## config.mk

```make
export PLATFORM = sky130hd
export DESIGN_NAME = yuyv_to_rgb_pixel_stream
export DESIGN_NICKNAME = d
export VERILOG_FILES = /design/src/yuv2rgb_pkg.sv /design/src/yuyv_to_rgb_pixel_stream.sv /design/src/yuv2rgb_mac.sv /design/src/yuv2rgb_chan.sv /design/src/yuv2rgb_pos.sv
export SDC_FILE = /design/constraint.sdc
export NUM_CORES = 1
export LEC_CHECK = 0
export ABC_AREA = 0
export BUFFER_PORTS_ARGS = -buffer_cell sky130_fd_sc_hd__buf_2
export CAP_MARGIN = 20
export CORE_MARGIN = 5
export CORE_UTILIZATION = 40
export CTS_CLUSTER_SIZE = 40
export DETAILED_ROUTE_END_ITERATION = 7
export PLACE_DENSITY = 0.67
export SETUP_SLACK_MARGIN = 0.15
export SLEW_MARGIN = 10
export SYNTH_ARGS = -nofsm -noshare
export SYNTH_HDL_FRONTEND = slang
export SYNTH_SLANG_ARGS = --single-unit
```

## constraint.sdc

```tcl
create_clock -name clk_i -period 12.53 [get_ports clk_i]
set_input_delay 1.8795 -clock clk_i [delete_from_list [all_inputs] [get_ports clk_i]]
set_output_delay 1.8795 -clock clk_i [all_outputs]
set_load 0.05 [all_outputs]
```

## src/yuv2rgb_pkg.sv

```systemverilog
// shared types, constants and coefficient table for the yuyv to rgb converter
`default_nettype none

package yuv2rgb_pkg;

  localparam int unsigned COORD_BITS = 12;
  localparam int unsigned LUMA_W     = 8;
  localparam int unsigned CHAN_W     = 8;
  localparam int unsigned COEF_W     = 17;
  localparam int unsigned FRAC_W     = 16;
  localparam int unsigned ACC_W      = 27;
  localparam int unsigned IN_DATA_W  = 32;
  localparam int unsigned OUT_DATA_W = 2 * COORD_BITS + 3 * CHAN_W;

  localparam logic [COORD_BITS-1:0] WIDTH_RESET  = COORD_BITS'(640);
  localparam logic [COORD_BITS-1:0] HEIGHT_RESET = COORD_BITS'(480);

  localparam logic [CHAN_W-1:0] CHAN_MAX   = 8'd255;
  localparam logic [CHAN_W-1:0] CHAN_SCALE = 8'd220;

  // configuration register indexes
  localparam logic REG_FRAME_WIDTH  = 1'b0;
  localparam logic REG_FRAME_HEIGHT = 1'b1;

  typedef logic [COORD_BITS-1:0]   coord_t;
  typedef logic signed [ACC_W-1:0] acc_t;
  typedef logic signed [7:0]       delta_t;

  typedef enum logic [1:0] {
    COEF_RV,
    COEF_GV,
    COEF_GU,
    COEF_BU
  } coef_e;

  typedef struct packed {
    coef_e sel;
    logic  sub;
  } mac_ctrl_t;

  // unsigned q1.16 coefficients
  function automatic logic [COEF_W-1:0] coef_value(coef_e sel);
    logic [COEF_W-1:0] val;
    case (sel)
      COEF_RV: val = 17'd89831;
      COEF_GV: val = 17'd45744;
      COEF_GU: val = 17'd22127;
      COEF_BU: val = 17'd113538;
      default: val = '0;
    endcase
    return val;
  endfunction

endpackage

`default_nettype wire

```

## src/yuyv_to_rgb_pixel_stream.sv

```systemverilog
// yuyv word to two rgb pixels with frame position
// after the rv, gv, gu and bu passes the first pixel step registers the first pixel, the second step the second one
// a new word is taken only in the idle step, so not before the four passes through the single
// shared multiplier and both pixel steps of the last word are through
// an output stall holds the sequencer in its pixel step until the slot frees
// reset: counters at row 0 column 0, width 640, height 480, no output pending
`default_nettype none

module yuyv_to_rgb_pixel_stream import yuv2rgb_pkg::*; (
  input  logic                  clk_i,
  input  logic                  rst_ni,
  input  logic                  s_axis_tvalid,
  output logic                  s_axis_tready,
  // luma_first, chroma_blue, luma_second, chroma_red
  input  logic [IN_DATA_W-1:0]  s_axis_tdata,
  output logic                  m_axis_tvalid,
  input  logic                  m_axis_tready,
  // pixel_row, pixel_column, red_out, green_out, blue_out
  output logic [OUT_DATA_W-1:0] m_axis_tdata,
  // last_of_pair
  output logic                  m_axis_tlast,
  input  logic                  cfg_we_i,
  input  logic                  cfg_addr_i,
  input  coord_t                cfg_wdata_i
);

  typedef enum logic [2:0] {
    ST_IDLE,
    ST_RV,
    ST_GV,
    ST_GU,
    ST_BU,
    ST_PIX0,
    ST_PIX1
  } state_e;

  state_e                  state_q;
  logic [LUMA_W-1:0]       luma0_q, luma1_q;
  delta_t                  du_q, dv_q;
  acc_t                    r_term_q, g_term_q, b_term_q;
  coord_t                  width_q, height_q;
  logic                    m_valid_q;
  logic [OUT_DATA_W-1:0]   m_data_q;
  logic                    m_last_q;

  mac_ctrl_t               mac_ctrl;
  acc_t                    mac_acc_in, mac_acc_out;
  logic [LUMA_W-1:0]       luma_sel;
  logic [CHAN_W-1:0]       red, green, blue;
  coord_t                  row, column;
  logic                    slot_free, emit;

  assign slot_free = !m_valid_q || m_axis_tready;
  assign emit      = slot_free && (state_q == ST_PIX0 || state_q == ST_PIX1);
  assign luma_sel  = (state_q == ST_PIX1) ? luma1_q : luma0_q;

  always_comb begin
    mac_ctrl.sel = COEF_RV;
    mac_ctrl.sub = 1'b0;
    mac_acc_in   = '0;
    case (state_q)
      ST_GV: begin
        mac_ctrl.sel = COEF_GV;
        mac_ctrl.sub = 1'b1;
      end
      ST_GU: begin
        mac_ctrl.sel = COEF_GU;
        mac_ctrl.sub = 1'b1;
        mac_acc_in   = g_term_q;
      end
      ST_BU: begin
        mac_ctrl.sel = COEF_BU;
      end
      default: ;
    endcase
  end

  yuv2rgb_mac u_mac (
    .ctrl_i    (mac_ctrl),
    .delta_u_i (du_q),
    .delta_v_i (dv_q),
    .acc_i     (mac_acc_in),
    .acc_o     (mac_acc_out)
  );

  yuv2rgb_chan u_chan_r (.luma_i(luma_sel), .term_i(r_term_q), .chan_o(red));
  yuv2rgb_chan u_chan_g (.luma_i(luma_sel), .term_i(g_term_q), .chan_o(green));
  yuv2rgb_chan u_chan_b (.luma_i(luma_sel), .term_i(b_term_q), .chan_o(blue));

  yuv2rgb_pos u_pos (
    .clk_i          (clk_i),
    .rst_ni         (rst_ni),
    .advance_i      (emit),
    .frame_width_i  (width_q),
    .frame_height_i (height_q),
    .row_o          (row),
    .column_o       (column)
  );

  always_ff @(posedge clk_i or negedge rst_ni) begin
    if (!rst_ni) begin
      width_q  <= WIDTH_RESET;
      height_q <= HEIGHT_RESET;
    end else if (cfg_we_i) begin
      case (cfg_addr_i)
        REG_FRAME_WIDTH:  width_q  <= cfg_wdata_i;
        REG_FRAME_HEIGHT: height_q <= cfg_wdata_i;
        default: ;
      endcase
    end
  end

  always_ff @(posedge clk_i or negedge rst_ni) begin
    if (!rst_ni) begin
      state_q   <= ST_IDLE;
      m_valid_q <= 1'b0;
      m_data_q  <= '0;
      m_last_q  <= 1'b0;
    end else begin
      if (emit) begin
        m_valid_q <= 1'b1;
        m_data_q  <= {blue, green, red, column, row};
        m_last_q  <= (state_q == ST_PIX1);
      end else if (m_axis_tready) begin
        m_valid_q <= 1'b0;
      end
      case (state_q)
        ST_IDLE: begin
          if (s_axis_tvalid) begin
            state_q <= ST_RV;
          end
        end
        ST_RV:   state_q <= ST_GV;
        ST_GV:   state_q <= ST_GU;
        ST_GU:   state_q <= ST_BU;
        ST_BU:   state_q <= ST_PIX0;
        ST_PIX0: begin
          if (slot_free) begin
            state_q <= ST_PIX1;
          end
        end
        ST_PIX1: begin
          if (slot_free) begin
            state_q <= ST_IDLE;
          end
        end
        default: state_q <= ST_IDLE;
      endcase
    end
  end

  always_ff @(posedge clk_i) begin
    if (state_q == ST_IDLE && s_axis_tvalid) begin
      luma0_q <= s_axis_tdata[7:0];
      du_q    <= $signed({~s_axis_tdata[15], s_axis_tdata[14:8]});
      luma1_q <= s_axis_tdata[23:16];
      dv_q    <= $signed({~s_axis_tdata[31], s_axis_tdata[30:24]});
    end
    case (state_q)
      ST_RV:          r_term_q <= mac_acc_out;
      ST_GV, ST_GU:   g_term_q <= mac_acc_out;
      ST_BU:          b_term_q <= mac_acc_out;
      default: ;
    endcase
  end

  assign s_axis_tready = (state_q == ST_IDLE);
  assign m_axis_tvalid = m_valid_q;
  assign m_axis_tdata  = m_data_q;
  assign m_axis_tlast  = m_last_q;

  // no new word taken right after one was accepted
  assert property (@(posedge clk_i) disable iff (!rst_ni)
    s_axis_tvalid && s_axis_tready |=> !s_axis_tready)
    else $error("input taken while converting");

  // the second pixel follows once the first is taken
  assert property (@(posedge clk_i) disable iff (!rst_ni)
    m_axis_tvalid && m_axis_tready && !m_axis_tlast |=> m_axis_tvalid && m_axis_tlast)
    else $error("second pixel missing");

  // scaled channels stay below 220
  assert property (@(posedge clk_i) disable iff (!rst_ni)
    m_axis_tvalid |-> m_axis_tdata[31:24] <= 8'd219 && m_axis_tdata[39:32] <= 8'd219
                      && m_axis_tdata[47:40] <= 8'd219)
    else $error("channel out of range");

  // words are only taken with no pixel being emitted
  assert property (@(posedge clk_i) disable iff (!rst_ni)
    s_axis_tready |-> !emit)
    else $error("pixel emitted while idle");

endmodule

`default_nettype wire

```

## src/yuv2rgb_mac.sv

```systemverilog
// shared multiply-accumulate unit for the chroma terms
`default_nettype none

module yuv2rgb_mac import yuv2rgb_pkg::*; (
  input  mac_ctrl_t ctrl_i,
  input  delta_t    delta_u_i,
  input  delta_t    delta_v_i,
  input  acc_t      acc_i,
  output acc_t      acc_o
);

  logic signed [COEF_W:0] coef_s;
  delta_t                 delta;
  acc_t                   prod;

  always_comb begin
    coef_s = $signed({1'b0, coef_value(ctrl_i.sel)});
    delta  = (ctrl_i.sel == COEF_RV || ctrl_i.sel == COEF_GV) ? delta_v_i : delta_u_i;
    prod   = acc_t'(coef_s) * acc_t'(delta);
    acc_o  = ctrl_i.sub ? (acc_i - prod) : (acc_i + prod);
  end

endmodule

`default_nettype wire

```

## src/yuv2rgb_chan.sv

```systemverilog
// per-channel luma add, clamp to 0..255 and 220/256 scaling
`default_nettype none

module yuv2rgb_chan import yuv2rgb_pkg::*; (
  input  logic [LUMA_W-1:0] luma_i,
  input  acc_t              term_i,
  output logic [CHAN_W-1:0] chan_o
);

  acc_t                        sum;
  logic [ACC_W-FRAC_W-2:0]     whole;
  logic [CHAN_W-1:0]           clamped;
  logic [2*CHAN_W-1:0]         scaled;

  always_comb begin
    sum   = $signed({{(ACC_W-LUMA_W-FRAC_W){1'b0}}, luma_i, {FRAC_W{1'b0}}}) + term_i;
    whole = sum[ACC_W-2:FRAC_W];
    if (sum[ACC_W-1]) begin
      clamped = '0;
    end else if (whole > (ACC_W-FRAC_W-1)'(CHAN_MAX)) begin
      clamped = CHAN_MAX;
    end else begin
      clamped = whole[CHAN_W-1:0];
    end
    scaled = {{CHAN_W{1'b0}}, clamped} * {{CHAN_W{1'b0}}, CHAN_SCALE};
    chan_o = scaled[2*CHAN_W-1:CHAN_W];
  end

endmodule

`default_nettype wire

```

## src/yuv2rgb_pos.sv

```systemverilog
// row and column counter over the frame
`default_nettype none

module yuv2rgb_pos import yuv2rgb_pkg::*; (
  input  logic   clk_i,
  input  logic   rst_ni,
  input  logic   advance_i,
  input  coord_t frame_width_i,
  input  coord_t frame_height_i,
  output coord_t row_o,
  output coord_t column_o
);

  coord_t row_q, row_d;
  coord_t column_q, column_d;
  coord_t column_inc, row_inc;

  always_comb begin
    column_inc = column_q + coord_t'(1);
    row_inc    = row_q + coord_t'(1);
    column_d   = column_q;
    row_d      = row_q;
    if (advance_i) begin
      if (column_inc >= frame_width_i) begin
        column_d = '0;
        row_d    = (row_inc >= frame_height_i) ? '0 : row_inc;
      end else begin
        column_d = column_inc;
      end
    end
  end

  always_ff @(posedge clk_i or negedge rst_ni) begin
    if (!rst_ni) begin
      row_q    <= '0;
      column_q <= '0;
    end else begin
      row_q    <= row_d;
      column_q <= column_d;
    end
  end

  assign row_o    = row_q;
  assign column_o = column_q;

endmodule

`default_nettype wire

```

==> Flow_metrics.wiki <==
{| class="wikitable"
! Metric !! Value
|-
| Outcome || complete, no violations
|-
| Cell depth of the worst min-delay path || 2
|-
| Post-CTS Hold Fix Bufs || 0
|-
| Initial standard-cell utilization of the core || 0.404
|-
| Horizontal die dimension || 224 um
|-
| CTS tree || done
|-
| WHS || 0.463 ns
|-
| Launch point of the worst hold path || m_axis_tdata[25]
|-
| Final number of max-transition violations || 0
|-
| Max-Slew Margin vs Limit || 0.288
|-
| Type of destination of the critical path || flip-flop
|-
| Number of cells upsized or downsized after cts || 0
|-
| Max_cap viols || 0
|-
| Unrepaired setup endpoints after global routing || no
|-
| Proportion of register bits with asynchronous set or reset after synthesis || 0.555
|-
| Final Hold Violating Endpoints || 0
|-
| Xor/xnor cell area share of the yosys netlist || 0.0494
|-
| Simple-gate share of the synthesized area || 0.134
|-
| Leading cell type by number of instances after synthesis || sky130_fd_sc_hd__inv_1
|-
| Worst Hold Path EP || m_axis_tdata[25]
|-
| Register-to-register setup slack || 1.62 ns
|-
| Detailed-routing iteration count for the pre-antenna-repair pass || 5
|-
| Final Setup Violations || 0
|-
| Number of enable flip-flop cells after synthesis || 81
|-
| Setup crit start || state_q[2]
|-
| Delay of the slowest cell on the worst path || 0.81 ns
|-
| H-tree depth || 4
|-
| Die outline height || 224 um
|-
| Number of standard cells after synthesis || 1,939
|-
| Top-Level Pins || 101
|-
| Final Wtd Congestion || 0.906
|-
| Post-detailed-placement half-perimeter wirelength || 33.9 mm
|-
| Post-CTS setup buffer count || 0
|-
| Routed vias/inst || 5.19
|-
| Number of sinks handled by clock tree synthesis || 182
|-
| Crit Path Class || flip-flop to flip-flop
|-
| Post-synthesis to final-layout area growth || 9.45%
|-
| Crit Reg-Reg Startpoint || state_q[2]
|-
| Cell types with the largest area share after synthesis || sky130_fd_sc_hd__ha_1 15%, sky130_fd_sc_hd__fa_1 15%, sky130_fd_sc_hd__edfxtp_1 13%
|-
| Worst r2r dst || b_term_q[26]
|-
| Arrival time worst endpoint || 11.16 ns
|-
| Biggest area consumer among synthesized cells || sky130_fd_sc_hd__ha_1
|-
| Ys Warns || 0
|-
| Fill cell total of the finished layout || 4,374
|-
| Netlist cell types || 81
|-
| Number of register bits inferred by synthesis || 182
|-
| Overall track demand over capacity in global routing || 0.166
|-
| Top cell by count, worst path || sky130_fd_sc_hd__inv_1
|-
| Highest clock rate || 91.6 MHz
|-
| Detailed-route via count || 13,663
|-
| Kind of start point of the critical path || flip-flop
|-
| Post-layout nets || 2,431
|-
| Clock slew at the register clock pins of the worst setup and hold paths || 0.08 ns
|-
| IO buf count || 100
|-
| Share of the synthesized area in compound gates (AO/OA/AOI/OAI) || 0.137
|-
| Mean post-synth cell area || 9.43 um2
|-
| Diode insertion count for antenna repair || 0
|-
| Cts bufs inserted || 17
|-
| Global route overflow || 0
|-
| Largest net degree at the start of global routing || 92
|-
| Required time of the critical path || 12.78 ns
|-
| Max Buffers Root-to-Sink || 2
|-
| Skew-Pair Late Insertion Delay || 0.45 ns
|-
| Synth Flop Type || sky130_fd_sc_hd__dfrtp_1
|-
| First-pass GRT wire length || 69.1 mm
|-
| Number of rows created at floorplan || 78
|-
| Vias in the first global route || 13,860
|-
| Total nets after synthesis || 2,351
|-
| Area of the core || 45,300 um2
|-
| Ranking of synthesized cells by instance count || 317 x sky130_fd_sc_hd__inv_1, 224 x sky130_fd_sc_hd__ha_1, 177 x sky130_fd_sc_hd__nand2_1
|-
| Fraction of the mapped netlist area in adder cells || 0.304
|-
| Iteration-0 DRC count of the detailed router || 883
|-
| Sequential fraction of the synthesis area || 0.272
|-
| Mapped Area || 18,300 um2
|-
| Combinational family with the most area after synthesis || adder cells
|-
| Detailed Route WL || 41.2 mm
|-
| Worst clock skew on the final layout || 0.0161 ns
|-
| Logic depth of the worst register-to-register path || 33
|-
| Total negative slack || 0 ns
|-
| Multiplexer area fraction after synthesis || 0.0248
|-
| Final critical path time including I/O delays and setup || 10.91 ns
|-
| Yosys top cell area share || 0.153
|-
| Critical Path Slowest Stage Cell || sky130_fd_sc_hd__nor2_1
|-
| Cell at the root of the clock tree || sky130_fd_sc_hd__clkbuf_16
|-
| Fraction of final layout cells sized beyond drive strength 1 || 0.101
|-
| Number of nets with antenna violations after routing || 0
|-
| Antenna violations before repair || 0
|-
| Top fanout value on the critical path || 60
|-
| Area of the die || 50,100 um2
|-
| Number of DRC violations after detailed routing || 0
|-
| Final critical-path share of the clock period || 0.871
|-
| Worst-Margin Slew || 1.06 ns
|-
| Routed wire per std cell || 15.6 um
|-
| Class of the most critical hold timing path || flip-flop to flip-flop
|}
-- critical path, delay by kind of cell (launching register included) --
kind / cells / cell delay [ns]
compound gates: 9 / 2.72
xor+xnor: 3 / 0.62
fa+ha+maj: 6 / 2.81
buf+inv: 6 / 0.92
flops: 1 / 0.61
mux: 1 / 0.39
simple gates: 8 / 2.63
-- logic make-up after synthesis --
group                      after synthesis
AOI/OAI and AO/OA                      381
adders and majority gates              362
xor gates and xnor gates               103
DFF                                    182
buffers and inverters                  369
and+or+nand+nor                        500
muxes                                   42
-- cell type report --
cell class	instances	area [um2]	area share
Inverter	319	1200	0.0599
Sequential cell	182	4970	0.248
Tap cell	600	751	0.0375
Clock inverter	15	185	0.00926
Clock buffer	17	425	0.0213
Timing Repair Buffer	111	586	0.0293
Multi-Input combinational cell	1388	11900	0.595
-- flip-flops by register name, summed over array words and instances, names as in the netlist --
register	flops
state_q	3
height_q	12
u_pos.row_o	12
du_q	8
m_axis_tdata	48
luma0_q	8
b_term_q	11
dv_q	8
r_term_q	11
u_pos.column_o	12
luma1_q	8
m_axis_tvalid	1
g_term_q	27
m_axis_tlast	1
width_q	12
-- per-stage QoR --
| stage | setup slack [ns] | cells | util | instance area (um2) |
|---|---|---|---|---|
| 3_3_place_gp | 2.12 | 2600 | 0.428 | 19400 |
| 6_report | 1.62 | 2632 | 0.442 | 20000 |
| 5_1_grt | 0.785 | 2632 | 0.442 | 20000 |
| 3_5_place_dp | 1.68 | 2600 | 0.428 | 19400 |
| 4_1_cts | 1.64 | 2632 | 0.442 | 20000 |
| 2_1_floorplan | 2.98 | 1939 | - | 18300 |
-- layer usage --
layer  global-route usage  part of all wire  routed length (um)
met5                    0                 0                   0
met4               0.0516             0.025                1020
met1                0.219              0.45               18600
met3               0.0252             0.043                1760
met2                0.283              0.48               19700
-- worst max-delay path by stage --
stage	endpoint	slack (ns)	cells past startpoint
after floorplan	b_term_q[26]	2.98	34
after global placement	b_term_q[26]	2.12	34
after detailed placement	r_term_q[26]	1.68	34
after CTS	b_term_q[26]	1.64	34
after global routing	b_term_q[26]	0.78	32
final	b_term_q[26]	1.62	33
-- placed cells by master (no fill, tap or decap), types with 9 or more instances in the layout --
cell type / n
sky130_fd_sc_hd__inv_1: 317
sky130_fd_sc_hd__ha_1: 224
sky130_fd_sc_hd__nand2_1: 177
sky130_fd_sc_hd__fa_1: 138
sky130_fd_sc_hd__o21ai_0: 119
sky130_fd_sc_hd__nor2_1: 101
sky130_fd_sc_hd__buf_2: 99
sky130_fd_sc_hd__dfrtp_1: 95
sky130_fd_sc_hd__edfxtp_1: 81
sky130_fd_sc_hd__xnor2_1: 60
sky130_fd_sc_hd__a21oi_1: 52
sky130_fd_sc_hd__o21a_1: 48
sky130_fd_sc_hd__xor2_1: 43
sky130_fd_sc_hd__and3_1: 34
sky130_fd_sc_hd__nand3_1: 28
sky130_fd_sc_hd__nor3_1: 28
sky130_fd_sc_hd__and2_1: 27
sky130_fd_sc_hd__mux2_2: 26
sky130_fd_sc_hd__o31ai_1: 26
sky130_fd_sc_hd__nand2b_1: 23
sky130_fd_sc_hd__a21o_1: 22
sky130_fd_sc_hd__a21boi_0: 17
sky130_fd_sc_hd__o211ai_1: 17
sky130_fd_sc_hd__clkbuf_16: 17
sky130_fd_sc_hd__nor2b_1: 16
sky130_fd_sc_hd__mux2i_1: 16
sky130_fd_sc_hd__or3_1: 15
sky130_fd_sc_hd__buf_4: 12
sky130_fd_sc_hd__a31oi_1: 10
sky130_fd_sc_hd__a211oi_1: 9
Power is not shown: default switching activity piles up to over one toggle a cycle in this logic, so the estimate is an artifact.
